File: src/rtl/ech_pkg.sv
// Package for the event count histogram: codes, request types and fixed sizes.
`timescale 1ns / 1ps
package ech_pkg;

  localparam int StoreDepth = 307200;
  localparam int IndexW     = 19;
  localparam int CountW     = 32;
  localparam int TimeW      = 64;
  localparam int CoordW     = 16;
  localparam int PosW       = 12;
  localparam int UsPerBin   = 1000;
  localparam int DiffW      = 29;
  localparam int RecipW     = 30;
  localparam int RecipShift = 39;
  localparam logic [RecipW-1:0] Recip = 30'd549755814;
  localparam int QDepth     = 4;
  localparam int QPtrW      = 2;
  localparam int CreditW    = 3;

  localparam logic ModeTime  = 1'b0;
  localparam logic ActRead   = 1'b1;

  typedef enum logic [1:0] {
    OpCount   = 2'd0,
    OpRead    = 2'd1,
    OpReadOob = 2'd2,
    OpDrop    = 2'd3
  } op_e;

  typedef enum logic [1:0] {
    StsCounted = 2'd0,
    StsDropped = 2'd1,
    StsRead    = 2'd2
  } status_e;

  typedef struct packed {
    op_e               op;
    logic [IndexW-1:0] addr;
  } queue_item_t;

  typedef struct packed {
    logic clearing;
    logic pop;
  } back_stat_t;

endpackage

File: src/rtl/ech_queue.sv
// Short request queue between the front end and the counter back end.
`timescale 1ns / 1ps
module ech_queue (
  input  logic                 clk_i,
  input  logic                 rst_ni,
  input  logic                 push_i,
  input  ech_pkg::queue_item_t item_i,
  input  logic                 pop_i,
  output logic                 valid_o,
  output ech_pkg::queue_item_t item_o
);
  import ech_pkg::*;

  queue_item_t        slot_q [QDepth];
  logic [QPtrW-1:0]   wptr_q, rptr_q;
  logic [CreditW-1:0] count_q, count_d;

  always_comb begin
    count_d = count_q;
    case ({push_i, pop_i})
      2'b10:   count_d = count_q + CreditW'(1);
      2'b01:   count_d = count_q - CreditW'(1);
      default: count_d = count_q;
    endcase
  end

  always_ff @(posedge clk_i or negedge rst_ni) begin
    if (!rst_ni) begin
      wptr_q  <= '0;
      rptr_q  <= '0;
      count_q <= '0;
    end else begin
      if (push_i) begin
        wptr_q <= wptr_q + QPtrW'(1);
      end
      if (pop_i) begin
        rptr_q <= rptr_q + QPtrW'(1);
      end
      count_q <= count_d;
    end
  end

  always_ff @(posedge clk_i) begin
    if (push_i) begin
      slot_q[wptr_q] <= item_i;
    end
  end

  assign valid_o = (count_q != '0);
  assign item_o  = slot_q[rptr_q];

endmodule

File: config.mk
export PLATFORM = sky130hd
export DESIGN_NAME = ech_queue
export DESIGN_NICKNAME = d
export VERILOG_FILES = /design/src/rtl/ech_pkg.sv /design/src/rtl/ech_queue.sv
export SDC_FILE = /design/constraint.sdc
export NUM_CORES = 1
export LEC_CHECK = 0
export BUFFER_PORTS_ARGS = -buffer_cell sky130_fd_sc_hd__buf_2
export CORE_MARGIN = 5
export CORE_UTILIZATION = 35
export CTS_CLUSTER_SIZE = 10
export DETAILED_ROUTE_END_ITERATION = 12
export GPL_ROUTABILITY_DRIVEN = 0
export GPL_TIMING_DRIVEN = 0
export PLACE_DENSITY_LB_ADDON = 0.25
export SLEW_MARGIN = 20
export SYNTH_ARGS = -nofsm -noshare
export SYNTH_HDL_FRONTEND = slang
export SYNTH_SLANG_ARGS = --single-unit
File: constraint.sdc
create_clock -name clk_i -period 2.1 [get_ports clk_i]
set_clock_uncertainty 0.2 [all_clocks]
set_input_delay 0.105 -clock clk_i [delete_from_list [all_inputs] [get_ports clk_i]]
set_output_delay 0.105 -clock clk_i [all_outputs]
set_load 0.01 [all_outputs]
## Word level (Yosys, flattened, before mapping)

Memories as Yosys holds them, arrays and structs flattened.
Index checks and enable logic that the tools add are counted.

| word-level totals | value |
|---|---|
| memories kept | 1 |
| input port bits | 25 |
| ROM bits | 0 |
| latch bits | 0 |
| bits in registers | 7 |
| output and inout port bits | 22 |
| logic and storage cells | 15 |
| bits in writable memories | 84 |

| operators by class | value |
|---|---|
| bitwise logic cells | 0 |
| div/mod/pow operators | 0 |
| magnitude comparators | 0 |
| reductions and logical operators | 2 |
| eq/ne operators | 2 |
| multipliers | 0 |
| mux-type cells | 3 |
| add/subtract/negate cells | 4 |
| shift-type cells | 0 |

Memories:

| memory | words | width | read ports | clocked after Yosys merged registers in | write ports | RTL line | text |
|---|---|---|---|---|---|---|---|
| slot_q | 4 | 21 | 1 | 0 | 1 | ech_queue.sv:14 | `queue_item_t slot_q [QDepth];` |

Operators with widths:

| operator | count |
|---|---|
| case mux 3 bit (2 select lines) | 1 |
| adder 2 x 1 -> 2 bit, second input constant | 2 |
| adder 3 x 1 -> 3 bit, second input constant | 1 |
| nonzero test 3 bit | 1 |
| subtractor 3 x 1 -> 3 bit, second input constant | 1 |
| == test 2 x 1 -> 1 bit, second input constant | 1 |
| == test 2 bit, second input constant | 1 |
| two-way mux 1 bit | 2 |
| nonzero test 2 bit | 1 |

## Longest topological paths before layout

| depth | value |
|---|---|
| depth after elaboration | 2 |
| depth in mapped cells | 7 |
| mapped depth without buffers | 7 |

## Worst setup path before layout

Ideal clock, no wire load.

| timing | value |
|---|---|
| path type | register to register |
| from | reg wptr_q[0] |
| to | mem slot_q[0][0] (netlist name), enable pin |
| stages on the path, launching flop included | 4 |
| buffers on the path | 0 |
| slack | 0.357 ns |
| setup time | 0.379 ns |
| required time | 1.521 ns |
| data arrival time | 1.164 ns |
| path through | dfrtp_1 inv_1 ha_1 and2_1 |

RTL lines:

| element | RTL line | text |
|---|---|---|
| start, declared | ech_queue.sv:15 | `logic [QPtrW-1:0] wptr_q, rptr_q;` |
| start signal, assigned | ech_queue.sv:34 | `wptr_q <= wptr_q + QPtrW'(1);` |
| end, declared | ech_queue.sv:14 |  |

Straight into the memory's write port.

==> results.toml <==
[placement]
io_buffers = 46
dpl_worst_slack_ps = -63.9
placed_cells = 324
hpwl_microns = 3610

[sta]
rsz0062_at_grt = "false"
hold_viol_final = 0
fmax_mhz = 511
fin_crit_sh = 0.932
tns_ps = 0
drv_slew = 0
relSlewSlack = 0.587
timing.final.ws_setup_ps = 142
period_needed_ps = 1960
finalSetupViolations = 0
tightest_slew_ps = 619

[clock_network]
htree_levels = 3
clkTransAtPathRegs_ps = 80
cts-root-buf = "clkbuf_8"
numCtsBuffers = 9
clock-sinks = 91
clk_latency_ps = 340
post_cts_buffers = 0
max-clock-path-buffers = 2
cts_tree = "yes"

[cells_and_area]
final_layout_size_suffix_gt1_frac = 0.371
final_nets = 258
layout_commonest_cell = "edfxtp_1"
syn_to_final_growth_pct = 24.9
layout_common_cells = "edfxtp_1, buf_2, dlygate4sd3_1, mux4_2, clkbuf_8"
instances_no_fill = 365
fin_util = 0.446
n_antenna_cell = 0

[grt]
antenna_found_initial = 0
grt_usage = 0.107
grt_first_pass_wirelength_microns = 9260
grt_max_degree = 22
grt_pass1_vias = 1747
overflow = 0

[min_path]
min_from = "count_q[2]$_DFFE_PN0P_"
holdPathStages = 1
hold_class = "register to register"
hold_path_end = "count_q[2]$_DFFE_PN0P_"

[yosys]
synth_top_area_frac = 0.729
ys_warn_count = 0
synth_seq_cells = 91
yosysTopAreaCell = "edfxtp_1"
syn_area_sq_mm = 0.00346
syn_inst = 145
syn-num-nets = 176
synth.distinct_cells = 18
syn_area_per_cell_sq_um = 23.9
synthTopCellsByArea = "edfxtp_1, mux4_2, dfrtp_1"
yosysSeqAreaShare = 0.780

[critical_path]
crit_family = "multiplexers"
criticalPathCategory = "register to primary output"
cp-end-kind = "primary output"
cpMaxStageDelayCell = "mux4_2"
rrSetupSlack_ps = 340
critPathLaunchType = "register"
arrival_ps = 1650
rr_worst_depth = 3
worstPathRequired_ps = 1790
r2r_start = "wptr_q[0]$_DFFE_PN0P_"
crit_chain = "buf_6 -> buf_12 -> mux4_2 -> buf_2"
reg2reg_to = "slot_q[0][18]$_DFFE_PP_"
path_buf_inv = 3
slowest_delay_ps = 520
path_max_fanout = 10

[floorplan]
ioPinCount = 47
die_area_sq_mm = 0.0120
fp.dieH_microns = 109
die_width_microns = 109
rows = 36
start_util = 0.357
core_area_sq_mm = 0.00968

[pwr]
ir_drop_mv = 0.585
leakage_nw = 1.55
p_total_mw = 5.42
power.density_mw_per_mm2 = 1250

[routing]
wire_per_inst_microns = 15.9
drtIter0Drc = 61
drc = 0
antenna_left = 0
vias_per_cell = 4.33
wirelength_microns = 5800
first_pass_iters = 4
num_vias = 1582

[run_status]
status = "completed"

[flow_run]
cap_violations = 0
synth_stat cells:
master    instances
inv_1             6
mux4_2           18
dfrtp_1           7
buf_2             2
xor2_1            4
mux2i_1           1
edfxtp_1         84
or3_1             1
mux4_1            3
and2_1            4
buf_6             1
buf_12            2
o21ai_0           1
fa_1              1
xnor2_1           2
ha_1              5
nor2_1            1
nand2_1           2
report_power, final:
group | switching [mW] | internal, mW | leakage, nW
Combinational | 0.857 | 0.835 | 0.589
Sequential | 0.107 | 2.39 | 0.854
Clock | 0.561 | 0.668 | 0.105
Total | 1.52 | 3.89 | 1.55
metrics by stage:
| step | hold slack [ps] | instance area, sq um |
|---|---|---|
| finish | 267 | 4320 |
| global route | 298 | 4320 |
| CTS | 275 | 4320 |
| detailed placement | -252 | 3860 |
| global placement | -252 | 3850 |
| floorplan | -391 | 3460 |
how the worst max path moves through the flow:
stage / start / to / slack, ps / cells past startpoint
2_1_floorplan: wptr_q[0]$_DFFE_PN0P_ / slot_q[0][0]$_DFFE_PP_ / 360 / 3
3_3_place_gp: wptr_q[0]$_DFFE_PN0P_ / slot_q[0][8]$_DFFE_PP_ / -70 / 3
3_5_place_dp: wptr_q[0]$_DFFE_PN0P_ / slot_q[2][8]$_DFFE_PP_ / -60 / 3
4_1_cts: rptr_q[0]$_DFFE_PN0P_ / item_o[6] / 100 / 4
5_1_grt: rptr_q[0]$_DFFE_PN0P_ / item_o[13] / 60 / 4
6_report: rptr_q[0]$_DFFE_PN0P_ / item_o[6] / 140 / 4
area by class of cell:
cell class	instances	area, sq um
clock inverter	5	77.6
buffer	5	61.3
fill	838	5370
multi-input combinational	43	682
timing repair buffer	71	480
sequential	91	2700
tap	133	166
clock buffer	11	131
inverter	6	22.5
routing by layer:
layer | GRT usage | up-vias | share of wire
met2 | 0.179 | 40 | 0.49
met4 | 0.0347 | 0 | 0.014
li1 | - | 749 | -
met3 | 0.0376 | 8 | 0.051
met1 | 0.129 | 785 | 0.45
met5 | 0 | - | 0
state kept, by name, indices dropped and copies added, names as in the netlist:
signal and cells:
wptr_q 2, slot_q 84, rptr_q 2, count_q 3
what timing repair did:
action | in CTS | in global routing
gates resized for setup | 1 | 0
hold buffers | 25 | 0
hold endpoints to repair | 97 | 0
setup endpoints to repair | 21 | 0
cells by family after synthesis:
logic type / share of synthesized area
flip-flops: 0.780
AO/OA/AOI/OAI: 0.00145
multiplexers: 0.143
buffers and inverters: 0.0242
adder cells (fa/ha/maj): 0.0239
AND/OR/NAND/NOR: 0.0123
XOR/XNOR: 0.0152
Note: power is estimated with default switching activity, not from simulation.
