<file path="src/rtl/ech_pkg.sv">
// Package for the event count histogram: codes, request types and fixed sizes.
`timescale 1ns / 1ps
package ech_pkg;

  localparam int StoreDepth = 307200;
  localparam int IndexW     = 19;
  localparam int CountW     = 32;
  localparam int TimeW      = 64;
  localparam int CoordW     = 16;
  localparam int PosW       = 12;
  localparam int UsPerBin   = 1000;
  localparam int DiffW      = 29;
  localparam int RecipW     = 30;
  localparam int RecipShift = 39;
  localparam logic [RecipW-1:0] Recip = 30'd549755814;
  localparam int QDepth     = 4;
  localparam int QPtrW      = 2;
  localparam int CreditW    = 3;

  localparam logic ModeTime  = 1'b0;
  localparam logic ActRead   = 1'b1;

  typedef enum logic [1:0] {
    OpCount   = 2'd0,
    OpRead    = 2'd1,
    OpReadOob = 2'd2,
    OpDrop    = 2'd3
  } op_e;

  typedef enum logic [1:0] {
    StsCounted = 2'd0,
    StsDropped = 2'd1,
    StsRead    = 2'd2
  } status_e;

  typedef struct packed {
    op_e               op;
    logic [IndexW-1:0] addr;
  } queue_item_t;

  typedef struct packed {
    logic clearing;
    logic pop;
  } back_stat_t;

endpackage

</file>
<file path="src/rtl/ech_front.sv">
// Front end: reference capture, range checks and address computation per request.
`timescale 1ns / 1ps
module ech_front #(
  parameter int SENSOR_WIDTH  = 640,
  parameter int SENSOR_HEIGHT = 480,
  parameter int TIME_BINS     = 10000
) (
  input  logic                        clk_i,
  input  logic                        rst_ni,
  input  logic                        accept_i,
  input  logic                        mode_i,
  input  logic                        action_i,
  input  logic [ech_pkg::TimeW-1:0]   event_time_i,
  input  logic [ech_pkg::CoordW-1:0]  pixel_x_i,
  input  logic [ech_pkg::CoordW-1:0]  pixel_y_i,
  input  logic [ech_pkg::IndexW-1:0]  read_index_i,
  output logic                        push_o,
  output ech_pkg::queue_item_t        item_o
);
  import ech_pkg::*;

  localparam int BinLimit = (TIME_BINS < StoreDepth) ? TIME_BINS : StoreDepth;
  localparam logic [TimeW-1:0] TimeLimit = TimeW'(BinLimit) * TimeW'(UsPerBin);
  localparam int TProdW = DiffW + RecipW;
  localparam int PProdW = 2 * PosW + 1;

  logic [TimeW-1:0] ref_q, ref_d;
  logic             ref_valid_q, ref_valid_d;
  logic [TimeW-1:0] ref_eff;
  logic [TimeW:0]   diff_full;

  logic                f1_valid_q;
  logic                f1_read_q, f1_oob_q, f1_mode_q, f1_drop_q;
  logic [TimeW-1:0]    f1_diff_q;
  logic [PosW-1:0]     f1_x_q, f1_y_q;
  logic [IndexW-1:0]   f1_ridx_q;

  logic                f2_valid_q;
  logic                f2_read_q, f2_oob_q, f2_mode_q, f2_drop_q, f2_drop_d;
  logic [TProdW-1:0]   f2_tprod_q, f2_tprod_d;
  logic [PProdW-1:0]   f2_pprod_q, f2_pprod_d;
  logic [PosW-1:0]     f2_y_q;
  logic [IndexW-1:0]   f2_ridx_q;

  logic [PProdW-1:0]   paddr;

  assign ref_eff   = ref_valid_q ? ref_q : event_time_i;
  assign diff_full = {1'b0, event_time_i} - {1'b0, ref_eff};

  always_comb begin
    ref_d       = ref_q;
    ref_valid_d = ref_valid_q;
    if (accept_i && (action_i != ActRead) && (mode_i == ModeTime) && !ref_valid_q) begin
      ref_d       = event_time_i;
      ref_valid_d = 1'b1;
    end
  end

  always_ff @(posedge clk_i or negedge rst_ni) begin
    if (!rst_ni) begin
      ref_q       <= '0;
      ref_valid_q <= 1'b0;
      f1_valid_q  <= 1'b0;
      f2_valid_q  <= 1'b0;
    end else begin
      ref_q       <= ref_d;
      ref_valid_q <= ref_valid_d;
      f1_valid_q  <= accept_i;
      f2_valid_q  <= f1_valid_q;
    end
  end

  always_ff @(posedge clk_i) begin
    if (accept_i) begin
      f1_read_q <= (action_i == ActRead);
      f1_oob_q  <= (read_index_i >= IndexW'(StoreDepth));
      f1_mode_q <= mode_i;
      f1_drop_q <= (mode_i == ModeTime) ? diff_full[TimeW]
                 : ((pixel_x_i >= CoordW'(SENSOR_WIDTH)) ||
                    (pixel_y_i >= CoordW'(SENSOR_HEIGHT)));
      f1_diff_q <= diff_full[TimeW-1:0];
      f1_x_q    <= pixel_x_i[PosW-1:0];
      f1_y_q    <= pixel_y_i[PosW-1:0];
      f1_ridx_q <= read_index_i;
    end
  end

  always_comb begin
    f2_drop_d  = f1_drop_q || ((f1_mode_q == ModeTime) && (f1_diff_q >= TimeLimit));
    f2_tprod_d = {{RecipW{1'b0}}, f1_diff_q[DiffW-1:0]} * TProdW'(Recip);
    f2_pprod_d = {{(PosW+1){1'b0}}, f1_x_q} * PProdW'(SENSOR_HEIGHT);
  end

  always_ff @(posedge clk_i) begin
    if (f1_valid_q) begin
      f2_read_q  <= f1_read_q;
      f2_oob_q   <= f1_oob_q;
      f2_mode_q  <= f1_mode_q;
      f2_drop_q  <= f2_drop_d;
      f2_tprod_q <= f2_tprod_d;
      f2_pprod_q <= f2_pprod_d;
      f2_y_q     <= f1_y_q;
      f2_ridx_q  <= f1_ridx_q;
    end
  end

  assign paddr = f2_pprod_q + PProdW'(f2_y_q);

  always_comb begin
    item_o.op   = OpDrop;
    item_o.addr = '0;
    if (f2_read_q) begin
      item_o.op   = f2_oob_q ? OpReadOob : OpRead;
      item_o.addr = f2_ridx_q;
    end else if (f2_drop_q) begin
      item_o.op   = OpDrop;
    end else if (f2_mode_q == ModeTime) begin
      item_o.op   = OpCount;
      item_o.addr = f2_tprod_q[RecipShift +: IndexW];
    end else if (paddr < PProdW'(StoreDepth)) begin
      item_o.op   = OpCount;
      item_o.addr = paddr[IndexW-1:0];
    end
  end

  assign push_o = f2_valid_q;

endmodule

</file>
<file path="config.mk">
export PLATFORM = sky130hd
export DESIGN_NAME = ech_front
export DESIGN_NICKNAME = d
export VERILOG_FILES = /design/src/rtl/ech_pkg.sv /design/src/rtl/ech_front.sv
export SDC_FILE = /design/constraint.sdc
export NUM_CORES = 1
export LEC_CHECK = 0
export ABC_AREA = 1
export BUFFER_PORTS_ARGS = -buffer_cell sky130_fd_sc_hd__buf_2
export CORE_AREA = 2 2 306 308
export CTS_CLUSTER_SIZE = 16
export DETAILED_ROUTE_END_ITERATION = 10
export DIE_AREA = 0 0 308 310
export GPL_TIMING_DRIVEN = 0
export SYNTH_ARGS = -nofsm -noshare
export SYNTH_HDL_FRONTEND = slang
export SYNTH_SLANG_ARGS = --single-unit
</file>
<file path="constraint.sdc">
create_clock -name clk_i -period 14 [get_ports clk_i]
set_input_delay 0.7 -clock clk_i [delete_from_list [all_inputs] [get_ports clk_i]]
set_output_delay 0.7 -clock clk_i [all_outputs]
set_load 0.05 [all_outputs]
</file>
## Yosys cells after proc, flatten, opt, wreduce, memory -nomap -nowiden

Cells that the tools add are included.

| storage, ports and cells | value |
|---|---|
| input bits | 120 |
| word-level logic and storage cells | 47 |
| output and inout bits | 22 |
| register bits | 286 |

| operators by class | value |
|---|---|
| add/sub/neg operators | 2 |
| multipliers | 2 |
| magnitude comparators | 5 |
| mux-type cells | 8 |
| bitwise logic cells | 3 |
| reductions and logical operators | 7 |

Operators with widths:

| cell | count |
|---|---|
| subtractor 64 x 64 -> 65 bit | 1 |
| >= comparator 64 x 24 -> 1 bit (second input constant) | 1 |
| two-way mux 64 bit | 1 |
| two-way mux 21 bit | 3 |
| multiplier 29 x 29 -> 57 bit (second input constant) | 1 |
| adder 21 x 12 -> 22 bit | 1 |
| < comparator 22 x 19 -> 1 bit (second input constant) | 1 |
| >= comparator 19 bit (second input constant) | 1 |
| two-way mux 19 bit | 1 |
| >= comparator 16 x 10 -> 1 bit (second input constant) | 1 |
| >= comparator 16 x 9 -> 1 bit (second input constant) | 1 |
| multiplier 12 x 4 -> 16 bit (second input constant) | 1 |
| logical AND 1 bit | 4 |
| two-way mux 2 bit | 2 |
| inverter 1 bit | 3 |
| logical OR 1 bit | 2 |
| logical NOT 1 bit | 1 |
| two-way mux 1 bit | 1 |

## Depth between registers and ports, before layout

Gate-level depths: netlist (run 1).

| depth | value |
|---|---|
| depth after elaboration | 6 |
| mapped depth | 29 |
| gate-level depth less buffers | 29 |

## Worst setup path after synthesis (run 1)

Ideal clock, no wire load.

| path | value |
|---|---|
| path type | reg2reg |
| start | reg f1_diff_q[8] |
| end | reg f2_tprod_q[53] (data pin) |
| path slack | 7.832 ns |
| period minus slack after synthesis | 6.168 ns |
| cell stages (with the launch flop) | 24 |
| buffers on the path | 0 |
| arrival time | 5.916 ns |
| required time | 13.748 ns |
| cell sequence | edfxtp_1 ha_1 fa_1 fa_1 inv_1 fa_1 inv_1 fa_1 inv_1 fa_1 inv_1 fa_1 inv_1 fa_1 inv_1 ha_1 nand2_1 nor2_1 nand2_1 o21ai_0 a21oi_1 or2_2 nand3_1 nand2_1 |

| between the ends | value |
|---|---|
| longest elaborated chain between the ends | 1 |

RTL lines:

| element | line | source |
|---|---|---|
| from (decl) | ech_front.sv:34 | `logic [TimeW-1:0] f1_diff_q;` |
| from (signal assigned) | ech_front.sv:81 | `f1_diff_q <= diff_full[TimeW-1:0];` |
| multiplier 29 x 29 -> 57 bit | ech_front.sv:90 | `f2_tprod_d = {{RecipW{1'b0}}, f1_diff_q[DiffW-1:0]} * TProdW'(Recip);` |
| via f2_tprod_d[53] | ech_front.sv:40 | `logic [TProdW-1:0] f2_tprod_q, f2_tprod_d;` |
| to (signal assigned) | ech_front.sv:100 | `f2_tprod_q <= f2_tprod_d;` |
| to (decl) | ech_front.sv:40 |  |

The timed path passes the listed nets, and every way through them passes these cells.
A chain may end at the register's enable or synchronous reset.

## Final worst setup path (run 1)

Same ends and word-level chain as after synthesis.

==> impl_metrics.json, run 1 <==
{
  "slew_violations": 0,
  "period_share_pct": 53.07,
  "max_freq_mhz": 134.6,
  "layout.cells.most_common_list": "813 x inv_1, 659 x nand2_1, 467 x ha_1",
  "initial_core_util_pct": 32.66,
  "synth_compound_area_share_pct": 9.387,
  "cts_setup_buffers": 0,
  "vias": 23826,
  "synth_fp_nets": 4473,
  "wire_per_inst_um": 17.79,
  "worst_r2r_startpoint": "f1_diff_q[8]",
  "min_from": "read_index_i[4]",
  "tightest_slew_ns": 0.9375,
  "status": "finished clean",
  "hpwl_um": 75750,
  "htree_levels": 1,
  "cts_root_buf": "clkbuf_16",
  "timing.setup.tns_ns": 0,
  "endpoint_kind": "flip-flop",
  "core-area_mm2": 0.09249,
  "grt_setup_unrepaired": "no",
  "worstSetupPathType": "reg -> reg",
  "cts.repair.resized": 0,
  "required_ns": 14.32,
  "synth_edf_count": 181,
  "synth_ff_type": "edfxtp_1",
  "nets": 4649,
  "grt_pass1_vias": 24346,
  "synth_fa_ha_area_share_pct": 38.44,
  "die_area_mm2": 0.09548,
  "dieHeight_um": 310,
  "viasPerCell": 4.770,
  "drive_gt1_share_pct": 5.899,
  "synth_xor_area_share_pct": 2.312,
  "drc": 0,
  "grt_max_degree": 86,
  "drtIter0Drc": 1507,
  "track_usage_pct": 18.68,
  "layout_min_cycle_time_ns": 7.429,
  "startpoint_type": "flip-flop",
  "synth-seq-cells": 248,
  "clock_latency_ns": 0.59,
  "synth_mux_area_share_pct": 0,
  "holdPathStages": 1,
  "synth_top_family_by_area": "adder cells",
  "die_w_um": 308,
  "cts_buffer_depth": 3,
  "hold_path_end": "f1_ridx_q[4]",
  "grt_pass1_wl_um": 137400,
  "r2r_end": "f2_tprod_q[53]",
  "drv_cap": 0,
  "grt.overflow.total": 0,
  "drt.antenna.violating_nets": 0,
  "syn_area_mm2": 0.03020,
  "port_buffers": 141,
  "gp_congestion": 0.9322,
  "yosys.area_share.simple_pct": 15.67,
  "cts_tree": "yes",
  "path_max_fanout": 12,
  "cts_buffers": 29,
  "slew_headroom_pct": 37.50,
  "dr.pass1.iters": 5,
  "holdCritPathClass": "in -> reg",
  "io_pins": 142,
  "area_growth_syn_to_layout_pct": 10.70,
  "finalHoldViolCount": 0,
  "postSynthAreaPerCell_um2": 8.394,
  "placementRows": 112,
  "yosys_warnings": 0,
  "synth-async-reset-ratio_pct": 27.02,
  "setup_viol": 0,
  "final_common_cell": "inv_1",
  "reg2regPathDepth": 23,
  "fin_skew_ns": 0.02443,
  "totalWireLength_um": 88860,
  "r2r_slack_ns": 6.57,
  "ys_types": 50,
  "arrival_ns": 7.75,
  "cts.sinks": 248,
  "antenna_found_initial": 2,
  "ys_seq_area_share_pct": 23.55,
  "synth_top_area_share_pct": 19.35,
  "synthTopCellsByArea": "ha_1 19%, fa_1 19%, edfxtp_1 18%, inv_1 10%, nand2_1 8.2%",
  "synth_top_area_cell": "ha_1",
  "path_clk_slew_ns": 0.06,
  "cts_hold_buffers": 1,
  "syn_inst": 3598
}
==> per-stage QoR <==
step	util, %	setup slack, ns	instances	area (µm²)	hold slack, ns
after CTS	36.15	6.588	4994	33430	0.2632
after global placement	35.04	6.611	4936	32410	0.4048
after detailed placement	35.14	6.605	4939	32500	0.4045
after global routing	36.15	6.338	4994	33430	0.2559
after floorplan	-	7.832	3598	30200	0.4003
final	36.15	6.571	4995	33430	0.2993
==> cell type report <==
class / count / area (µm²)
Timing Repair Buffer: 145 / 807.0
Clock inverter: 12 / 115.1
Buffer: 36 / 152.6
Tap cell: 1197 / 1498
Antenna cell: 1 / 2.502
Inverter: 816 / 3063
Fill cell: 9699 / 59050
Sequential cell: 248 / 7116
Clock buffer: 42 / 805.8
Multi-Input combinational cell: 2498 / 19880
==> logic make-up after synthesis <==
kind of cell / Yosys count
buf+inv: 852
fa+ha+maj: 755
compound gates: 523
simple gates: 1142
xor+xnor: 78
flops: 248
==> registers in the layout, summed over array words and instances (netlist names) <==
name / cells
f1_diff_q: 64
ref_q: 64
f1_ridx_q: 19
f2_ridx_q: 19
f2_tprod_q: 19
f2_pprod_q: 16
f1_x_q: 12
f1_y_q: 12
f2_y_q: 12
f1_drop_q: 1
f1_mode_q: 1
f1_oob_q: 1
f1_read_q: 1
f1_valid_q: 1
f2_drop_q: 1
f2_mode_q: 1
f2_oob_q: 1
f2_read_q: 1
push_o: 1
ref_valid_q: 1
==> synthesized netlist by cell type, types with 8 or more instances <==
library cell	n
o21a_1	8
nand3_2	11
xnor2_1	12
nor4_1	14
dfrtp_1	67
a21oi_1	181
ha_1	467
nor2_1	272
nand4_1	31
a21o_1	13
xor2_1	64
nor3_1	32
nand3_1	97
nand2_1	659
clkbuf_1	31
o21bai_1	24
edfxtp_1	181
inv_1	813
fa_1	288
a31oi_1	18
o21ai_0	252
==> routing by layer <==
layer / part of all wire, % / routed length (µm) / track usage [%]
met5: 0 / 0 / 0
met3: 3.5 / 3082 / 1.567
met4: 2.5 / 2178 / 4.322
met2: 48 / 42300 / 32.39
met1: 46 / 41300 / 25.28
==> how the worst max path moves through the flow <==
stage                  start             end  cells after the start
4_1_cts        f1_diff_q[11]  f2_tprod_q[55]                     24
6_report        f1_diff_q[8]  f2_tprod_q[53]                     23
3_3_place_gp   f1_diff_q[11]  f2_tprod_q[54]                     22
2_1_floorplan   f1_diff_q[8]  f2_tprod_q[53]                     23
5_1_grt        f1_diff_q[11]  f2_tprod_q[55]                     24
3_5_place_dp   f1_diff_q[11]  f2_tprod_q[55]                     24
==> worst max-delay path, cell delays in order, from the launching register on <==
cell and delay (ns):
edfxtp_1 0.88, ha_1 0.42, fa_1 0.46, fa_1 0.54, inv_1 0.06, fa_1 0.51, inv_1 0.06, fa_1 0.49
inv_1 0.05, fa_1 0.47, inv_1 0.05, fa_1 0.53, inv_1 0.06, fa_1 0.56, inv_1 0.06, ha_1 0.32
nand2_1 0.12, nor2_1 0.15, nand2_1 0.06, o21ai_0 0.56, a21oi_1 0.22, or2_2 0.37, nand3_1 0.08, nand2_1 0.06
Power of run 1 is left out: the tool's default activity adds up to more than one toggle a clock period on the data nets, which glitch-free logic cannot reach.
==> inputs of run 2 (changes only) <==
ABC_AREA = 0   (was 1)
CORE_AREA = 2 2 291 293   (was 2 2 306 308)
DIE_AREA = 0 0 293 295   (was 0 0 308 310)
clock period = 6.3 ns   (was 14 ns; I/O delays follow)
==> impl_metrics.json, run 2 <==
{
  "crit_top_cell": "fa_1",
  "die_w_um": 293,
  "cts_root_buf": "clkbuf_16",
  "clock_latency_ns": 0.57,
  "setup_viol": 19,
  "regArea_mm2": 0.007116,
  "ys_seq_area_share_pct": 26.14,
  "fin_skew_ns": 0.01333,
  "reg2regPathDepth": 27,
  "initial_core_util_pct": 32.72,
  "startpoint_type": "flip-flop",
  "vias": 18773,
  "synth_ff_type": "edfxtp_1",
  "fin_ws_ns": -0.6349,
  "reg_top3": "f1_diff_q: 64 flops, ref_q: 64 flops",
  "max_stage_delay_ns": 0.56,
  "antenna_found_initial": 1,
  "status": "complete, but fails checks",
  "grt_pass1_wl_um": 109100,
  "holdPathStages": 2,
  "cts.sinks": 248,
  "max_freq_mhz": 144.2,
  "n_fill_cell": 7863,
  "io_pins": 142,
  "placementRows": 106,
  "multi_input_area_mm2": 0.01899,
  "postSynthAreaPerCell_um2": 10.99,
  "crit_family": "adder cells",
  "grt_use_met2_pct": 28.82,
  "wire_per_inst_um": 17.11,
  "met3_usage_pct": 2.203,
  "grt.overflow.total": 0,
  "core-area_mm2": 0.08316,
  "viasPerCell": 4.728,
  "met1_usage_pct": 19.93,
  "path_max_fanout": 3,
  "ys_types": 75,
  "drv_cap": 0,
  "htree_levels": 1,
  "busiest_layer": "met2",
  "holdCritPathClass": "in -> reg",
  "cts_buffer_depth": 3,
  "timing.setup.tns_ns": -8.880,
  "totalWireLength_um": 67950,
  "syn_inst": 2475,
  "yosys_warnings": 0,
  "layout.cells.most_common_list": "478 x inv_1, 414 x ha_1, 265 x fa_1",
  "nets": 3745,
  "synth_top_area_share_pct": 21.48,
  "cts_tree": "yes",
  "finalHoldViolCount": 0,
  "grt_max_degree": 75,
  "grt_setup_unrepaired": "yes",
  "path_clk_slew_ns": 0.06,
  "gp_congestion": 0.8714,
  "required_ns": 6.61,
  "worstSetupPathType": "reg -> reg",
  "tightest_slew_ns": 1.368,
  "drc": 0,
  "die_area_mm2": 0.08644,
  "critical_path_depth": 27,
  "yosysMostFrequentCell": "inv_1",
  "crit_slowest_cell": "fa_1",
  "synth_top_area_cell": "ha_1",
  "syn_area_mm2": 0.02721,
  "synth_fp_nets": 3350,
  "worst-path-buf-inv": 8,
  "dr.pass1.iters": 5,
  "drtIter0Drc": 817,
  "synthTopCellsByCount": "519 x inv_1, 467 x ha_1, 288 x fa_1",
  "period_share_pct": 110.1,
  "slew_headroom_pct": 8.787,
  "synthTopCellsByArea": "ha_1 21%, fa_1 21%, edfxtp_1 20%, inv_1 7.2%, dfrtp_1 6.2%",
  "final_common_cell": "inv_1",
  "cts_buffers": 27,
  "violations": "negative setup slack",
  "drive_gt1_share_pct": 21.58,
  "dieHeight_um": 295,
  "n_antenna_cell": 0,
  "synth_edf_count": 181,
  "synth-async-reset-ratio_pct": 27.02,
  "synth-seq-cells": 248,
  "hpwl_um": 52870,
  "arrival_ns": 7.25,
  "drt.antenna.violating_nets": 0,
  "slew_violations": 0,
  "endpoint_kind": "flip-flop",
  "port_buffers": 141,
  "area_growth_syn_to_layout_pct": 22.93,
  "track_usage_pct": 16.01,
  "grt_pass1_vias": 20219,
  "layout_min_cycle_time_ns": 6.935
}
run 2: timing repair:
| item | CTS | global route |
|---|---|---|
| setup buffers | 125 | 31 |
| cloned | 1 | 0 |
| gates resized for setup | 116 | 58 |
| hold endpoints to repair | 138 | 0 |
| endpoints found under the setup margin | 19 | 19 |
| pin swaps | 68 | 62 |
| hold buffers | 72 | 0 |
run 2: final timing paths:
path	endpoint	start	slack (ns)
setup / recovery	f2_tprod_q[57]	f1_diff_q[14]	-0.63
hold / removal	ref_q[0]	event_time_i[0]	0.03
setup reg to reg	f2_tprod_q[57]	f1_diff_q[14]	-0.63
hold reg to reg	f2_y_q[2]	f1_y_q[2]	0.42
max in group asynchronous	ref_q[3]	rst_ni	5.60
min in group asynchronous	ref_q[61]	rst_ni	0.12
run 2: metal layers:
| layer | up-vias | share of wire (%) |
|---|---|---|
| met5 | - | 0.016 |
| met4 | 2 | 2.8 |
| met2 | 284 | 51 |
| met1 | 9214 | 43 |
| met3 | 81 | 3.8 |
| li1 | 9192 | - |
run 2: cell families (layout without fill, tap and decap cells):
kind of cell | count (synthesis) | count (layout) | synth area share, %
fa+ha+maj | 755 | 755 | 42.67
buf+inv | 567 | 983 | 7.993
compound gates | 387 | 387 | 9.584
simple gates | 288 | 288 | 5.321
flops | 248 | 248 | 26.14
mux | 129 | 129 | 5.040
xor+xnor | 101 | 101 | 3.251
run 2: stage by stage:
step,cells,setup WS [ns],area (µm²),util (%),hold slack [ns]
after floorplan,2475,-0.2582,27640,-,0.01941
after global placement,3696,-1.699,29700,35.71,0.4014
after detailed placement,3698,-1.676,29760,35.79,0.1799
after CTS,3944,-0.6812,33020,39.70,0.0002043
after global routing,3971,-0.8203,33450,40.22,0.01351
final,3971,-0.6349,33450,40.22,0.02598
run 2: cell type report:
type / instances / area share (%)
Multi-Input combinational cell: 1660 / 56.77
Buffer: 48 / 0.6771
Inverter: 519 / 5.948
Sequential cell: 248 / 21.27
Clock buffer: 36 / 2.181
Tap cell: 1080 / 4.040
Clock inverter: 14 / 0.4489
Timing Repair Buffer: 366 / 8.664
Power of run 2 is left out for the same reason.
